**config.mk**
```make
export PLATFORM = sky130hd
export DESIGN_NAME = sorted_map_diff_merge_core_flat
export DESIGN_NICKNAME = d
export VERILOG_FILES = /design/src/rtl/smdm_pkg.sv /design/src/rtl/smdm_entry_if.sv /design/src/rtl/smdm_change_if.sv /design/src/rtl/sorted_map_diff_merge_core.sv /design/src/rtl/smdm_merge_step.sv /design/src/flat_wrapper.sv
export SDC_FILE = /design/constraint.sdc
export NUM_CORES = 1
export LEC_CHECK = 0
export BUFFER_PORTS_ARGS = -buffer_cell sky130_fd_sc_hd__buf_4
export CAP_MARGIN = 5
export CORE_MARGIN = 2
export CORE_UTILIZATION = 46
export DETAILED_ROUTE_END_ITERATION = 8
export SLEW_MARGIN = 0
export SYNTH_ARGS = -nofsm -noshare
export SYNTH_HDL_FRONTEND = slang
export SYNTH_SLANG_ARGS = --single-unit
```
**constraint.sdc**
```tcl
create_clock -name clk -period 5.3 [get_ports clk]
set_input_delay 0.795 -clock clk [delete_from_list [all_inputs] [get_ports clk]]
set_output_delay 0.795 -clock clk [all_outputs]
set_load 0.05 [all_outputs]
```
**src/rtl/smdm_pkg.sv**
```systemverilog
// shared types and constants for the sorted map diff merge block
package smdm_pkg;

    // default field widths
    localparam int KEY_WIDTH_DEF = 32;
    localparam int REF_WIDTH_DEF = 32;

    // op codes carried with each item
    localparam logic OP_ENTRY = 1'b0;
    localparam logic OP_END   = 1'b1;

    // list sides
    localparam logic SIDE_NEW = 1'b0;
    localparam logic SIDE_OLD = 1'b1;

    // control flags of the merge state
    typedef struct packed {
        logic new_full;
        logic old_full;
        logic new_ended;
        logic old_ended;
    } smdm_flags_t;

endpackage

```
**src/rtl/smdm_entry_if.sv**
```systemverilog
// input channel: one list entry or end mark per item
interface smdm_entry_if #(
    parameter int KEY_WIDTH = smdm_pkg::KEY_WIDTH_DEF,
    parameter int REF_WIDTH = smdm_pkg::REF_WIDTH_DEF
);
    logic                 valid;
    logic                 ready;
    logic                 op;
    logic                 side;
    logic [KEY_WIDTH-1:0] entry_key;
    logic [REF_WIDTH-1:0] entry_ref;

    modport source (output valid, op, side, entry_key, entry_ref, input ready);
    modport sink   (input valid, op, side, entry_key, entry_ref, output ready);
endinterface

```
**src/rtl/smdm_change_if.sv**
```systemverilog
// output channel: one change record and status per item
interface smdm_change_if #(
    parameter int KEY_WIDTH = smdm_pkg::KEY_WIDTH_DEF,
    parameter int REF_WIDTH = smdm_pkg::REF_WIDTH_DEF
);
    logic                 valid;
    logic                 ready;
    logic                 change_valid;
    logic [KEY_WIDTH-1:0] change_key;
    logic [REF_WIDTH-1:0] change_ref;
    logic                 change_removed;
    logic                 want_side;
    logic                 diff_done;

    modport source (output valid, change_valid, change_key, change_ref, change_removed,
                    want_side, diff_done, input ready);
    modport sink   (input valid, change_valid, change_key, change_ref, change_removed,
                    want_side, diff_done, output ready);
endinterface

```
**src/rtl/sorted_map_diff_merge_core.sv**
```systemverilog
// Merge-join diff of two key-sorted lists (new on side 0, previous on side 1).
// Every accepted item gives exactly one result item: it is held in the input
// register, then passes through the key compare into the result register. One
// item is taken per cycle without gaps while the output side is ready; the head
// registers update as each item leaves the input register, so the next item
// sees the state the previous one left. A stalled result holds its register
// while one further item waits in the input register.
module sorted_map_diff_merge_core
    import smdm_pkg::*;
#(
    parameter int KEY_WIDTH = KEY_WIDTH_DEF,
    parameter int REF_WIDTH = REF_WIDTH_DEF
) (
    input  logic          clk,
    input  logic          rst_n,
    smdm_entry_if.sink    entry,
    smdm_change_if.source result
);

    // input register
    logic                 in_vld_reg;
    logic                 in_vld_next;
    logic                 op_reg;
    logic                 side_reg;
    logic [KEY_WIDTH-1:0] key_reg;
    logic [REF_WIDTH-1:0] ref_reg;

    // merge state
    smdm_flags_t          flags_reg;
    smdm_flags_t          flags_next;
    logic [KEY_WIDTH-1:0] new_key_reg;
    logic [KEY_WIDTH-1:0] new_key_next;
    logic [REF_WIDTH-1:0] new_ref_reg;
    logic [REF_WIDTH-1:0] new_ref_next;
    logic [KEY_WIDTH-1:0] old_key_reg;
    logic [KEY_WIDTH-1:0] old_key_next;
    logic [REF_WIDTH-1:0] old_ref_reg;
    logic [REF_WIDTH-1:0] old_ref_next;

    // result register
    logic                 out_vld_reg;
    logic                 out_vld_next;
    logic                 chg_valid_reg;
    logic [KEY_WIDTH-1:0] chg_key_reg;
    logic [REF_WIDTH-1:0] chg_ref_reg;
    logic                 chg_removed_reg;
    logic                 want_side_reg;
    logic                 done_reg;

    // step outputs
    logic                 step_valid;
    logic [KEY_WIDTH-1:0] step_key;
    logic [REF_WIDTH-1:0] step_ref;
    logic                 step_removed;
    logic                 step_want;
    logic                 step_done;

    logic                 advance;
    logic                 take;
    logic                 accept;

    // handshake control
    assign advance     = !out_vld_reg || result.ready;
    assign take        = in_vld_reg && advance;
    assign entry.ready = !in_vld_reg || advance;
    assign accept      = entry.valid && entry.ready;

    always_comb
    begin
        if (accept)
        begin
            in_vld_next = 1'b1;
        end
        else if (take)
        begin
            in_vld_next = 1'b0;
        end
        else
        begin
            in_vld_next = in_vld_reg;
        end

        if (take)
        begin
            out_vld_next = 1'b1;
        end
        else if (result.ready)
        begin
            out_vld_next = 1'b0;
        end
        else
        begin
            out_vld_next = out_vld_reg;
        end
    end

    smdm_merge_step #(
        .KEY_WIDTH (KEY_WIDTH),
        .REF_WIDTH (REF_WIDTH)
    ) u_step (
        .flags          (flags_reg),
        .new_key        (new_key_reg),
        .new_ref        (new_ref_reg),
        .old_key        (old_key_reg),
        .old_ref        (old_ref_reg),
        .op             (op_reg),
        .side           (side_reg),
        .entry_key      (key_reg),
        .entry_ref      (ref_reg),
        .flags_next     (flags_next),
        .new_key_next   (new_key_next),
        .new_ref_next   (new_ref_next),
        .old_key_next   (old_key_next),
        .old_ref_next   (old_ref_next),
        .change_valid   (step_valid),
        .change_key     (step_key),
        .change_ref     (step_ref),
        .change_removed (step_removed),
        .want_side      (step_want),
        .diff_done      (step_done)
    );

    // control registers and list heads
    always_ff @(posedge clk or negedge rst_n)
    begin
        if (!rst_n)
        begin
            in_vld_reg  <= 1'b0;
            out_vld_reg <= 1'b0;
            flags_reg   <= '0;
            new_key_reg <= '0;
            new_ref_reg <= '0;
            old_key_reg <= '0;
            old_ref_reg <= '0;
        end
        else
        begin
            in_vld_reg  <= in_vld_next;
            out_vld_reg <= out_vld_next;
            if (take)
            begin
                flags_reg   <= flags_next;
                new_key_reg <= new_key_next;
                new_ref_reg <= new_ref_next;
                old_key_reg <= old_key_next;
                old_ref_reg <= old_ref_next;
            end
        end
    end

    // payload registers
    always_ff @(posedge clk)
    begin
        if (accept)
        begin
            op_reg   <= entry.op;
            side_reg <= entry.side;
            key_reg  <= entry.entry_key;
            ref_reg  <= entry.entry_ref;
        end
        if (take)
        begin
            chg_valid_reg   <= step_valid;
            chg_key_reg     <= step_key;
            chg_ref_reg     <= step_ref;
            chg_removed_reg <= step_removed;
            want_side_reg   <= step_want;
            done_reg        <= step_done;
        end
    end

    // result port
    assign result.valid          = out_vld_reg;
    assign result.change_valid   = chg_valid_reg;
    assign result.change_key     = chg_key_reg;
    assign result.change_ref     = chg_ref_reg;
    assign result.change_removed = chg_removed_reg;
    assign result.want_side      = want_side_reg;
    assign result.diff_done      = done_reg;

    // checks
    a_heads_not_both_full: assert property (@(posedge clk) disable iff (!rst_n)
        !(flags_reg.new_full && flags_reg.old_full))
        else $error("both heads held after a merge step");

    a_ended_sticky: assert property (@(posedge clk) disable iff (!rst_n)
        (flags_reg.new_ended || flags_reg.old_ended) |=>
        (!$past(flags_reg.new_ended) || flags_reg.new_ended) &&
        (!$past(flags_reg.old_ended) || flags_reg.old_ended))
        else $error("end of list mark lost");

    a_removed_no_ref: assert property (@(posedge clk) disable iff (!rst_n)
        (out_vld_reg && chg_removed_reg) |-> (chg_valid_reg && chg_ref_reg == '0))
        else $error("removal carries a reference");

    a_state_holds_when_idle: assert property (@(posedge clk) disable iff (!rst_n)
        !take |=> $stable(flags_reg))
        else $error("merge state moved without an item");

endmodule

```
**src/rtl/smdm_merge_step.sv**
```systemverilog
// one merge step: load the item into its free head or mark its side ended, then make one merge decision
module smdm_merge_step
    import smdm_pkg::*;
#(
    parameter int KEY_WIDTH = KEY_WIDTH_DEF,
    parameter int REF_WIDTH = REF_WIDTH_DEF
) (
    input  smdm_flags_t          flags,
    input  logic [KEY_WIDTH-1:0] new_key,
    input  logic [REF_WIDTH-1:0] new_ref,
    input  logic [KEY_WIDTH-1:0] old_key,
    input  logic [REF_WIDTH-1:0] old_ref,
    input  logic                 op,
    input  logic                 side,
    input  logic [KEY_WIDTH-1:0] entry_key,
    input  logic [REF_WIDTH-1:0] entry_ref,
    output smdm_flags_t          flags_next,
    output logic [KEY_WIDTH-1:0] new_key_next,
    output logic [REF_WIDTH-1:0] new_ref_next,
    output logic [KEY_WIDTH-1:0] old_key_next,
    output logic [REF_WIDTH-1:0] old_ref_next,
    output logic                 change_valid,
    output logic [KEY_WIDTH-1:0] change_key,
    output logic [REF_WIDTH-1:0] change_ref,
    output logic                 change_removed,
    output logic                 want_side,
    output logic                 diff_done
);

    smdm_flags_t f;

    always_comb
    begin
        f            = flags;
        new_key_next = new_key;
        new_ref_next = new_ref;
        old_key_next = old_key;
        old_ref_next = old_ref;

        // load the item into the head of its side, or mark that side ended
        if (side == SIDE_NEW)
        begin
            if (op == OP_END)
            begin
                f.new_ended = 1'b1;
            end
            else if (!f.new_full && !f.new_ended)
            begin
                new_key_next = entry_key;
                new_ref_next = entry_ref;
                f.new_full   = 1'b1;
            end
        end
        else
        begin
            if (op == OP_END)
            begin
                f.old_ended = 1'b1;
            end
            else if (!f.old_full && !f.old_ended)
            begin
                old_key_next = entry_key;
                old_ref_next = entry_ref;
                f.old_full   = 1'b1;
            end
        end

        // single merge decision
        change_valid   = 1'b0;
        change_key     = '0;
        change_ref     = '0;
        change_removed = 1'b0;
        if (f.new_full && f.old_full)
        begin
            if (new_key_next < old_key_next)
            begin
                change_valid = 1'b1;
                change_key   = new_key_next;
                change_ref   = new_ref_next;
                f.new_full   = 1'b0;
            end
            else if (old_key_next < new_key_next)
            begin
                change_valid   = 1'b1;
                change_key     = old_key_next;
                change_removed = 1'b1;
                f.old_full     = 1'b0;
            end
            else
            begin
                if (new_ref_next != old_ref_next)
                begin
                    change_valid = 1'b1;
                    change_key   = new_key_next;
                    change_ref   = new_ref_next;
                end
                f.new_full = 1'b0;
                f.old_full = 1'b0;
            end
        end
        else if (f.new_full && f.old_ended)
        begin
            change_valid = 1'b1;
            change_key   = new_key_next;
            change_ref   = new_ref_next;
            f.new_full   = 1'b0;
        end
        else if (f.old_full && f.new_ended)
        begin
            change_valid   = 1'b1;
            change_key     = old_key_next;
            change_removed = 1'b1;
            f.old_full     = 1'b0;
        end

        // status after the step
        if (!f.new_full && !f.new_ended)
        begin
            want_side = SIDE_NEW;
        end
        else if (!f.old_full && !f.old_ended)
        begin
            want_side = SIDE_OLD;
        end
        else
        begin
            want_side = SIDE_NEW;
        end
        diff_done  = f.new_ended && f.old_ended && !f.new_full && !f.old_full;
        flags_next = f;
    end

endmodule
```
**src/flat_wrapper.sv**
```systemverilog
// flat-port wrapper written by rule: the top's interface ports become plain ports
module sorted_map_diff_merge_core_flat import smdm_pkg::*;
#(
    parameter int KEY_WIDTH = KEY_WIDTH_DEF,
    parameter int REF_WIDTH = REF_WIDTH_DEF
)
  (clk, rst_n, entry_valid, entry_op, entry_side, entry_entry_key, entry_entry_ref, entry_ready, result_valid, result_change_valid, result_change_key, result_change_ref, result_change_removed, result_want_side, result_diff_done, result_ready);
  smdm_entry_if #(.KEY_WIDTH(KEY_WIDTH), .REF_WIDTH(REF_WIDTH)) entry_i ();
  smdm_change_if #(.KEY_WIDTH(KEY_WIDTH), .REF_WIDTH(REF_WIDTH)) result_i ();
  input  logic clk;
  input  logic rst_n;
  input wire logic [$bits(entry_i.valid)-1:0] entry_valid;
  input wire logic [$bits(entry_i.op)-1:0] entry_op;
  input wire logic [$bits(entry_i.side)-1:0] entry_side;
  input wire logic [$bits(entry_i.entry_key)-1:0] entry_entry_key;
  input wire logic [$bits(entry_i.entry_ref)-1:0] entry_entry_ref;
  output wire logic [$bits(entry_i.ready)-1:0] entry_ready;
  output wire logic [$bits(result_i.valid)-1:0] result_valid;
  output wire logic [$bits(result_i.change_valid)-1:0] result_change_valid;
  output wire logic [$bits(result_i.change_key)-1:0] result_change_key;
  output wire logic [$bits(result_i.change_ref)-1:0] result_change_ref;
  output wire logic [$bits(result_i.change_removed)-1:0] result_change_removed;
  output wire logic [$bits(result_i.want_side)-1:0] result_want_side;
  output wire logic [$bits(result_i.diff_done)-1:0] result_diff_done;
  input wire logic [$bits(result_i.ready)-1:0] result_ready;
  assign entry_i.valid = entry_valid;
  assign entry_i.op = entry_op;
  assign entry_i.side = entry_side;
  assign entry_i.entry_key = entry_entry_key;
  assign entry_i.entry_ref = entry_entry_ref;
  assign entry_ready = entry_i.ready;
  assign result_valid = result_i.valid;
  assign result_change_valid = result_i.change_valid;
  assign result_change_key = result_i.change_key;
  assign result_change_ref = result_i.change_ref;
  assign result_change_removed = result_i.change_removed;
  assign result_want_side = result_i.want_side;
  assign result_diff_done = result_i.diff_done;
  assign result_i.ready = result_ready;
  sorted_map_diff_merge_core #(.KEY_WIDTH(KEY_WIDTH), .REF_WIDTH(REF_WIDTH)) u_core (.clk(clk), .rst_n(rst_n), .entry(entry_i), .result(result_i));
endmodule
```
==> flow_summary.toml, run 1 <==
[run_status]
run_status = "complete, no violations"

[finish]
syn_to_final_growth_pct = 18.55
fill_cells = 2475
final_layout_size_suffix_gt1_frac = 0.2206
final_area_um2 = 15930
antenna_cells = 0
final_net_count = 1406

[logic_synthesis]
synth.ff_latch_count = 268
postSynthCellCount = 1185
synth.yosys.seq_area_share = 0.5492
synth_enable_flop_cells = 134
synthesis.yosys.warnings = 0
netlist.top_cell.by_area = "sky130_fd_sc_hd__edfxtp_1"
ys_dominant_reg_cell = "sky130_fd_sc_hd__edfxtp_1"
synth_top_area_share = 0.2996
avgSynthCellArea_um2 = 11.34
synth_cell_types = 54
syn_nets = 1287
async_flop_share = 0.5000
synth_area_um2 = 13430
ys_top_cells_by_area = "sky130_fd_sc_hd__edfxtp_1 (30%), sky130_fd_sc_hd__dfrtp_1 (25%), sky130_fd_sc_hd__mux2_2 (5.4%)"

[sta]
fin_skew_ps = 17.42
hold_violations = 0
transition_at_the_pin_with_the_smallest_max_transition_slack_ps = 1031
max_slew_violations = 0
max-slew-margin-rel = 0.3128
period_minus_slack_ps = 4739
post-route-period-util = 0.8941
tns_ps = 0
max_freq_mhz = 211.0
grt_setup_unrepaired = "no"
finalSetupViolCount = 0

[floorplan]
floorplan.die.width_um = 174.9
initial_utilization = 0.4680
die_h_um = 174.9
die-area_um2 = 30580
core_rows = 62
core_area_um2 = 28700
design.portCount = 140

[setup_path]
cp_slowest_stage_delay_ps = 990
reg2reg_slack_ps = 560
setup.worst_path.class = "reg -> reg"
crit_arrival_ps = 4980
data_required_critical_path_ps = 5540
crit_path_max_fanout = 27
crit_path_cell_trace = "or4b_2 > mux2i_1 > inv_1 > ha_1 > a21oi_1 > o21a_1 > o21ai_0 > a2111o_1 > a2111oi_2 > buf_4 > o21bai_4 > buf_4 > a221oi_1"
critPathSlowestCell = "sky130_fd_sc_hd__or4b_2"
crit_top_cell = "sky130_fd_sc_hd__buf_4"
start_kind = "flop"
critical_path.endpoint_type = "flop"

[route]
first_iter_violations = 626
avgViaCountPerCell = 5.822
met2_wirelength_mm = 16.20
aggregate_routed_wire_length_mm = 33.59
detail_route.first_pass.iterations = 5
routedLengthMet1_mm = 14.75
avgRoutedWirePerCell_um = 19.62
antenna_left = 0
via_count = 9967
highest-signal-layer = "met4"
wl_met3_mm = 1.482
drcViolationCount = 0

[placement]
dp.final_hpwl_mm = 20.65
portBuffers = 139
dpl-instance-area_um2 = 14910
finalWeightedCongestion = 0.7714

[clock_network]
cts.htree.levels = 1
worst_skew_pair.late_latency_ps = 570
cts.hold.buffers_added = 0
clockBufferDepth = 3
cts_sinks = 268
tritoncts.num_buffers = 31
post_cts.repair.setup_buffers = 0
clock_tree_from_tritoncts = "done"
clock_tree.root_cell = "sky130_fd_sc_hd__clkbuf_16"
clk_transition_reported_paths_ps = 60
cts_resized = 0

[pwr]
powerDensity_nw_per_um2 = 519.5
p_leak_uw = 0.006646
vdd_ir_drop_max_uv = 322.9
totalPowerFinal_uw = 8274

[global_routing]
grt_overflow = 0
grt_use_total = 0.2181
grt_start_max_net_pins = 120
first_global_vias = 9448
global_route_wire_length_before_repair_mm = 53.11
grt_antenna_before_repair = 0

[flow_run]
count_of_maximum_capacitance_violations = 0

[min_path]
min_path_type = "in -> async"
worst paths after layout:
| kind | depth (start not counted) | end | from |
|---|---|---|---|
| max | 13 | u_core.result.change_ref[16] | u_core.op_reg |
| min | 1 | u_core.old_ref_reg[28] | rst_n |
| max reg2reg | 13 | u_core.result.change_ref[16] | u_core.op_reg |
| min reg2reg | 2 | u_core.new_key_reg[31] | u_core.new_key_reg[31] |
| max in group asynchronous | 2 | u_core.old_key_reg[21] | rst_n |
| min in group clk | 1 | u_core.key_reg[15] | entry_entry_key[15] |
cells by family after synthesis:
logic type,after synthesis,share of synthesized area
multiplexers,128,0.1013
buffers and inverters,126,0.03912
adder cells (fa/ha/maj),32,0.02981
AO/OA/AOI/OAI,274,0.1410
AND/OR/NAND/NOR,325,0.1187
flip-flops,268,0.5492
XOR/XNOR,32,0.02086
per-layer routing:
layer | GRT usage | vias up
li1 | - | 4730
met1 | 0.2986 | 4912
met2 | 0.3579 | 256
met3 | 0.02829 | 69
met4 | 0.07813 | 0
met5 | 0 | -
stage by stage:
step | worst slack [ps] | utilization | cells | hold WS, ps
finish | 561.5 | 0.5548 | 1712 | 135.1
global placement | 655.7 | 0.5195 | 1655 | 461.4
CTS | 547.7 | 0.5548 | 1712 | 134.7
detailed placement | 580.1 | 0.5195 | 1655 | 469.9
floorplan | 531.2 | - | 1185 | 449.2
global route | 372.4 | 0.5548 | 1712 | 147.7
Yosys cell counts, drive strengths merged, types with 2 or more instances:
cell type and count:
xor2 31, o211ai 2, edfxtp 134, nand4 31, a221oi 33, a31oi 2, o21ai 117, mux2 64
or2 3, a211oi 6, o32ai 15, nor4 6, or4 11, buf 33, a2111oi 2, dfrtp 134
nor3 26, mux2i 64, clkbuf 51, inv 42, nor2b 4, nand3 30, o22ai 5, o31ai 7
ha 32, nor2 17, a21o 5, o21a 5, nor4b 2, or3 32, nand2 153, nand2b 5
a21oi 23, o32a 44
power by group:
group	switching, uW	leakage [uW]	internal [uW]
Clock	844	0.000496	1280
Sequential	468	0.00298	2780
Combinational	1740	0.00317	1160
critical path, delay by kind of cell, from the launching register on:
family / cells / cell delay [ps]
flops: 1 / 540
compound gates: 7 / 1570
simple gates: 1 / 990
mux: 1 / 330
buf+inv: 3 / 660
fa+ha+maj: 1 / 310
placed cells by master (no fill, tap or decap), types with 2 or more instances in the layout:
cell type,n
sky130_fd_sc_hd__nor3_1,26
sky130_fd_sc_hd__o21ai_1,9
sky130_fd_sc_hd__xor2_1,31
sky130_fd_sc_hd__clkinv_2,3
sky130_fd_sc_hd__a21oi_1,23
sky130_fd_sc_hd__o32a_1,44
sky130_fd_sc_hd__or4_1,10
sky130_fd_sc_hd__edfxtp_1,134
sky130_fd_sc_hd__nand3_1,30
sky130_fd_sc_hd__o32ai_1,15
sky130_fd_sc_hd__buf_12,4
sky130_fd_sc_hd__ha_1,32
sky130_fd_sc_hd__a21o_1,5
sky130_fd_sc_hd__a221oi_1,33
sky130_fd_sc_hd__nand4_1,31
sky130_fd_sc_hd__or3_1,32
sky130_fd_sc_hd__o22ai_1,5
sky130_fd_sc_hd__a211oi_1,6
sky130_fd_sc_hd__mux2_2,64
sky130_fd_sc_hd__nor4_1,5
sky130_fd_sc_hd__nand2b_1,5
sky130_fd_sc_hd__inv_1,41
sky130_fd_sc_hd__nor2_1,16
sky130_fd_sc_hd__bufinv_16,2
sky130_fd_sc_hd__clkbuf_16,31
sky130_fd_sc_hd__or2_2,2
sky130_fd_sc_hd__buf_4,165
sky130_fd_sc_hd__clkbuf_8,8
sky130_fd_sc_hd__a31oi_1,2
sky130_fd_sc_hd__o31ai_1,7
sky130_fd_sc_hd__o21ai_0,107
sky130_fd_sc_hd__o21a_1,5
sky130_fd_sc_hd__mux2i_1,64
sky130_fd_sc_hd__dfrtp_1,134
sky130_fd_sc_hd__nand2_1,152
sky130_fd_sc_hd__nor2b_1,4
sky130_fd_sc_hd__o211ai_1,2
sky130_fd_sc_hd__clkbuf_1,12
final cells by class:
type	count	area, um^2	area share
multi-input cells	791	5565	0.3495
well taps	384	480.5	0.03017
clock buffers	51	930.9	0.05845
inverters	42	158.9	0.009978
clock inverters	6	82.58	0.005185
flip-flops and latches	268	7377	0.4632
repair buffers	170	1330	0.08352
(Power assumes the default switching activity.)
==> run 2, diff against run 1 <==
==> constraint.sdc (replaced) <==
create_clock -name clk -period 5.9 [get_ports clk]
set_input_delay 0.885 -clock clk [delete_from_list [all_inputs] [get_ports clk]]
set_output_delay 0.885 -clock clk [all_outputs]
set_load 0.05 [all_outputs]
==> run 2 against run 1 <==
  * Clock power decreased by 13%
  * Sequential power shrank 10%
  * Combinational power fell by 10%
==> flow_summary.toml, run 2 (synthesis gave the netlist of run 1 again) <==
[pwr]
powerDensity_nw_per_um2 = 467.0
p_leak_uw = 0.006584
totalPowerFinal_uw = 7392
vdd_ir_drop_max_uv = 250.7

[sta]
post-route-period-util = 0.8124
max_freq_mhz = 208.6
finalSetupViolCount = 0
max-slew-margin-rel = 0.2435
grt_setup_unrepaired = "no"
hold_violations = 0
fin_skew_ps = 9.531
period_minus_slack_ps = 4793
max_slew_violations = 0
transition_at_the_pin_with_the_smallest_max_transition_slack_ps = 1135
tns_ps = 0

[finish]
post_layout_nonfiller_instances = 1703
most_common_cell_after_layout_fill_and_taps_aside = "sky130_fd_sc_hd__buf_4"
flip_flop_and_latch_area_um2 = 7377
final_area_um2 = 15830
layout_common_cells = "sky130_fd_sc_hd__buf_4 (159), sky130_fd_sc_hd__nand2_1 (152), sky130_fd_sc_hd__dfrtp_1 (134), sky130_fd_sc_hd__edfxtp_1 (134), sky130_fd_sc_hd__o21ai_0 (107)"
layout.core_utilization = 0.5515
antenna_cells = 0
syn_to_final_growth_pct = 17.85
final_net_count = 1399
final_layout_size_suffix_gt1_frac = 0.2146
multi_input_comb_area_um2 = 5565
fill_cells = 2516

[clock_network]
cts.htree.levels = 1
post_cts.repair.setup_buffers = 0
clock_tree_from_tritoncts = "done"
clock_tree.root_cell = "sky130_fd_sc_hd__clkbuf_16"
cts_resized = 0
tritoncts.num_buffers = 31
cts.hold.buffers_added = 0
clk_transition_reported_paths_ps = 60
cts_sinks = 268
clockBufferDepth = 3
worst_skew_pair.late_latency_ps = 550

[setup_path]
start_kind = "flop"
critical_path.endpoint_type = "flop"
data_required_critical_path_ps = 6190
timing.critical_path.from = "u_core.op_reg"
setup.worst_path.class = "reg -> reg"
timing.rr.start = "u_core.op_reg"
reg2reg_slack_ps = 1110
crit_arrival_ps = 5080
reg2regPathDepth = 15
crit_path_max_fanout = 27
critical_path.reg2reg.endpoint = "u_core.result.change_key[11]"

[floorplan]
core_rows = 62
initial_utilization = 0.4680
design.portCount = 140
core_area_um2 = 28700
die_h_um = 174.9
floorplan.die.width_um = 174.9
die-area_um2 = 30580

[global_routing]
grt_start_max_net_pins = 133
global_route_wire_length_before_repair_mm = 53.41
grt_antenna_before_repair = 0
grt_use_total = 0.2198
first_global_vias = 9679
grt_overflow = 0

[run_status]
run_status = "complete, no violations"

[route]
detail_route.first_pass.iterations = 5
via_count = 9876
aggregate_routed_wire_length_mm = 33.73
antenna_left = 0
avgRoutedWirePerCell_um = 19.81
avgViaCountPerCell = 5.799
first_iter_violations = 840
drcViolationCount = 0

[flow_run]
count_of_maximum_capacitance_violations = 0

[placement]
dpl.cell_count = 1648
dp.final_hpwl_mm = 20.46
portBuffers = 139
finalWeightedCongestion = 0.7961
dpl-instance-area_um2 = 14850

[min_path]
min_path_type = "in -> async"
## run 2: cell count changes in the layout (fill, tap and decap cells not counted)
cell | previous run | this run
sky130_fd_sc_hd__buf_12 | 4 | 3
sky130_fd_sc_hd__buf_4 | 165 | 159
sky130_fd_sc_hd__clkbuf_8 | 8 | 6
sky130_fd_sc_hd__clkinv_1 | 1 | 2
sky130_fd_sc_hd__clkinv_2 | 3 | 2
sky130_fd_sc_hd__clkinvlp_4 | 0 | 1
sky130_fd_sc_hd__inv_6 | 1 | 0
## run 2: how the worst max path moves through the flow
| stage | slack, ps | to | depth (start not counted) |
|---|---|---|---|
| after floorplan | 1130 | u_core.result.diff_done | 16 |
| after global placement | 1250 | u_core.result.change_key[21] | 14 |
| after detailed placement | 1130 | u_core.result.change_key[13] | 15 |
| after CTS | 1120 | u_core.result.change_key[31] | 14 |
| after global routing | 830 | u_core.result.change_key[13] | 14 |
| final | 1110 | u_core.result.change_key[11] | 15 |
## run 2: metal layers
metal / global-route usage / share of wire
met1: 0.2993 / 0.44
met2: 0.3694 / 0.50
met3: 0.03133 / 0.044
met4: 0.05972 / 0.019
met5: 0 / 0
## run 2: worst max-delay path, cell delays in order, from the launching register on
cell and delay [ps]:
sky130_fd_sc_hd__edfxtp_1 540, sky130_fd_sc_hd__or4b_2 1020, sky130_fd_sc_hd__buf_4 370, sky130_fd_sc_hd__mux2i_1 260, sky130_fd_sc_hd__inv_1 70, sky130_fd_sc_hd__ha_1 300
sky130_fd_sc_hd__nand4_1 90, sky130_fd_sc_hd__nor2_1 180, sky130_fd_sc_hd__and3_1 190, sky130_fd_sc_hd__o31a_1 150, sky130_fd_sc_hd__a2111oi_2 60, sky130_fd_sc_hd__buf_4 190
sky130_fd_sc_hd__o21ai_2 370, sky130_fd_sc_hd__buf_4 410, sky130_fd_sc_hd__o32a_1 210, sky130_fd_sc_hd__o21ai_0 90
## run 2: through the flow
step           hold WS [ps]  setup WS, ps
3_3_place_gp          461.8          1245
4_1_cts               212.4          1120
5_1_grt               222.0         828.2
2_1_floorplan         449.2          1131
6_report              208.6          1107
3_5_place_dp          469.2          1130
## run 2: final cells by class
class | count | share of cell area
Tap cell | 384 | 0.03035
Clock inverter | 6 | 0.005058
Timing Repair Buffer | 163 | 0.07991
Multi-Input combinational cell | 791 | 0.3516
Inverter | 42 | 0.01004
Clock buffer | 49 | 0.05707
Sequential cell | 268 | 0.4660
## run 2: report_power, final
| part | switching [uW] | internal, uW |
|---|---|---|
| Clock | 740 | 1120 |
| Combinational | 1590 | 1020 |
| Sequential | 418 | 2500 |
==> run 3, diff against run 2 <==
--- a/config.mk
+++ b/config.mk
@@ -5,11 +5,13 @@
 export SDC_FILE = /design/constraint.sdc
 export NUM_CORES = 1
 export LEC_CHECK = 0
+export ABC_AREA = 1
 export BUFFER_PORTS_ARGS = -buffer_cell sky130_fd_sc_hd__buf_4
 export CAP_MARGIN = 5
 export CORE_MARGIN = 2
 export CORE_UTILIZATION = 46
 export DETAILED_ROUTE_END_ITERATION = 8
+export PLACE_DENSITY = 0.67
 export SLEW_MARGIN = 0
 export SYNTH_ARGS = -nofsm -noshare
 export SYNTH_HDL_FRONTEND = slang
==> constraint.sdc (replaced) <==
create_clock -name clk -period 4.1 [get_ports clk]
set_input_delay 0.615 -clock clk [delete_from_list [all_inputs] [get_ports clk]]
set_output_delay 0.615 -clock clk [all_outputs]
set_load 0.05 [all_outputs]
==> run 3 against run 2 <==
  * Design area shrank 0.74%
  * Setup slack lost 620 ps
  * Power rose by 12%
  * Maximum frequency grew 33%
  * Sequential share of layout area rose by 0.35 points
  * Synthesized area down 1.5%
  * Flip-flop and latch count stayed put
  * Combinational power is 19% lower
  * First-iteration DRC count rose by 11%
  * Critical path type unchanged
  * Largest power group unchanged
  * Highest routed layer unchanged
==> flow_summary.toml, run 3 <==
[run_status]
run_status = "complete, no violations"

[logic_synthesis]
postSynthCellCount = 1581
ys_dominant_reg_cell = "sky130_fd_sc_hd__edfxtp_1"
synth_area_um2 = 13230
netlist.top_cell.by_area = "sky130_fd_sc_hd__edfxtp_1"
async_flop_share = 0.5000
synth_top_area_share = 0.3041
synth.cells.most_frequent = "sky130_fd_sc_hd__nand2_1 (539), sky130_fd_sc_hd__inv_1 (200), sky130_fd_sc_hd__o21ai_0 (182), sky130_fd_sc_hd__dfrtp_1 (134), sky130_fd_sc_hd__edfxtp_1 (134)"
ys_top_cells_by_area = "sky130_fd_sc_hd__edfxtp_1 (30%), sky130_fd_sc_hd__dfrtp_1 (25%), sky130_fd_sc_hd__nand2_1 (15%)"
synth.ff_latch_count = 268
synth.yosys.seq_area_share = 0.5575
synth_enable_flop_cells = 134
yosysMostFrequentCell = "sky130_fd_sc_hd__nand2_1"
synth_cell_types = 34
synthesis.yosys.warnings = 0
avgSynthCellArea_um2 = 8.369
syn_nets = 1683

[setup_path]
crit_path_max_fanout = 50
reg2reg_slack_ps = 490
data_required_critical_path_ps = 4400
cp_top_family = "simple AND/OR/NAND/NOR gates"
crit_top_cell = "sky130_fd_sc_hd__nand2_1"
critPathBufInv = 3
critical_path.reg2reg.endpoint = "u_core.result.change_ref[7]"
critPathSlowestCell = "sky130_fd_sc_hd__buf_4"
critical_path.endpoint_type = "flop"
crit_path_cell_trace = "nor2_4 > buf_4 > nand3_1 > nand2_1 > ha_1 > nand2_1 > inv_1 > nand3_1 > nor2_1 > nand2_1 > nor2_1 > nand2_1 > nor2_1 > nand2_1 > nor2_1 > nand3_2 > nand2_2 > buf_4 > a21oi_1"
cp_slowest_stage_delay_ps = 550
setup.worst_path.class = "reg -> reg"
reg2regPathDepth = 19
timing.rr.start = "u_core.op_reg"
start_kind = "flop"
crit_arrival_ps = 3910

[floorplan]
die-area_um2 = 30140
core_rows = 62
design.portCount = 140
die_h_um = 173.6
core_area_um2 = 28550
initial_utilization = 0.4635
floorplan.die.width_um = 173.6

[clock_network]
cts.hold.buffers_added = 0
clk_transition_reported_paths_ps = 60
post_cts.repair.setup_buffers = 0
cts.htree.levels = 1
worst_skew_pair.late_latency_ps = 560
clockBufferDepth = 3
cts_resized = 0
clock_tree_from_tritoncts = "done"
tritoncts.num_buffers = 30
clock_tree.root_cell = "sky130_fd_sc_hd__clkbuf_16"
cts_sinks = 268

[finish]
fill_cells = 2633
most_common_cell_after_layout_fill_and_taps_aside = "sky130_fd_sc_hd__nand2_1"
multi_input_comb_area_um2 = 4793
final_layout_size_suffix_gt1_frac = 0.1333
layout.core_utilization = 0.5504
post_layout_nonfiller_instances = 2102
final_net_count = 1796
flip_flop_and_latch_area_um2 = 7377
layout_common_cells = "sky130_fd_sc_hd__nand2_1 (536), sky130_fd_sc_hd__inv_1 (198), sky130_fd_sc_hd__o21ai_0 (181)"
syn_to_final_growth_pct = 18.75
antenna_cells = 0

[sta]
period_minus_slack_ps = 3611
max_freq_mhz = 276.9
fin_skew_ps = 21.73
finalSetupViolCount = 0
max-slew-margin-rel = 0.3317
post-route-period-util = 0.8808
grt_setup_unrepaired = "no"
tns_ps = 0
transition_at_the_pin_with_the_smallest_max_transition_slack_ps = 1002
max_slew_violations = 0
hold_violations = 0

[global_routing]
top_usage_layer = "met2"
groute.layer.met3.usage = 0.02939
global_route_wire_length_before_repair_mm = 51.61
gr-usage-met2 = 0.3307
grt_antenna_before_repair = 0
first_global_vias = 10215
grt_overflow = 0
grt_start_max_net_pins = 199
grt_use_total = 0.2096
groute.layer.met1.usage = 0.2995

[route]
antenna_left = 0
avgRoutedWirePerCell_um = 14.99
avgViaCountPerCell = 5.094
drcViolationCount = 0
detail_route.first_pass.iterations = 6
aggregate_routed_wire_length_mm = 31.51
first_iter_violations = 930
via_count = 10708

[placement]
portBuffers = 139
finalWeightedCongestion = 0.8323
dp.final_hpwl_mm = 19.89
dpl.cell_count = 2046

[min_path]
min_path_type = "in -> async"

[pwr]
totalPowerFinal_uw = 8281
cellInternalPower_uw = 5554
combPwrFrac = 0.255
power.clock.fraction = 0.336
net-switching-power_uw = 2726
p_seq_frac = 0.409
powerDensity_nw_per_um2 = 527.0
p_leak_uw = 0.007641
vdd_ir_drop_max_uv = 364.5
power_switching_share = 0.3292

[flow_run]
count_of_maximum_capacitance_violations = 0
-- run 3: power by group through the flow --
stage,Sequential (uW),Combinational (uW),Clock (uW)
final,3380,2120,2780
after global routing,3420,2330,2940
after detailed placement,3430,2120,0
after CTS,3390,2130,2830
after global placement,3440,2090,0
after floorplan,3800,1070,0
-- run 3: worst max path at each step --
stage,start,end,cells after the start,slack [ps]
final,u_core.op_reg,u_core.result.change_ref[7],19,490
after global routing,u_core.op_reg,u_core.result.change_ref[16],18,140
after CTS,u_core.op_reg,u_core.result.change_ref[7],19,530
after detailed placement,u_core.op_reg,u_core.result.change_ref[7],19,530
after global placement,u_core.op_reg,u_core.result.change_key[27],15,630
after floorplan,u_core.result.valid,u_core.result.change_key[0],5,360
-- run 3: routing by layer --
metal  routed length, um  up-vias  share of wire
met5                   0        -              0
met4                 918        0          0.029
met3                1753       60          0.056
met2               14200      308           0.45
met1               14640     4980           0.46
li1                    -     5360              -
-- run 3: metrics by stage --
step / area, um^2 / hold WS (ps) / setup WS [ps]
5_1_grt: 15710 / 216.0 / 136.3
4_1_cts: 15710 / 209.1 / 530.2
3_3_place_gp: 14680 / 464.8 / 628.0
3_5_place_dp: 14680 / 466.7 / 533.0
2_1_floorplan: 13230 / 319.4 / 360.4
6_report: 15710 / 149.4 / 488.5
-- run 3: worst reg2reg max path: cells and delay by family (launching register included) --
family	cells	cell delay, ps
AND/OR/NAND/NOR	14	1730
buffers and inverters	3	890
flip-flops	1	460
adder cells (fa/ha/maj)	1	160
AO/OA/AOI/OAI	1	140
-- run 3: logic make-up (layout without fill, tap and decap cells) --
kind of cell    count (synthesis)  after routing  synth area share
compound gates                287            287            0.1115
mux                             1              1         0.0007565
xor+xnor                        5              5          0.003310
fa+ha+maj                      32             32           0.03026
simple gates                  706            706            0.2141
buf+inv                       282            419           0.08255
flops                         268            268            0.5575
-- run 3: final cells by class --
class / count / share of cell area
well taps: 384 / 0.03058
flip-flops and latches: 268 / 0.4695
clock buffers: 38 / 0.05359
clock inverters: 18 / 0.01226
repair buffers: 162 / 0.08082
inverters: 201 / 0.04818
multi-input cells: 1031 / 0.3051
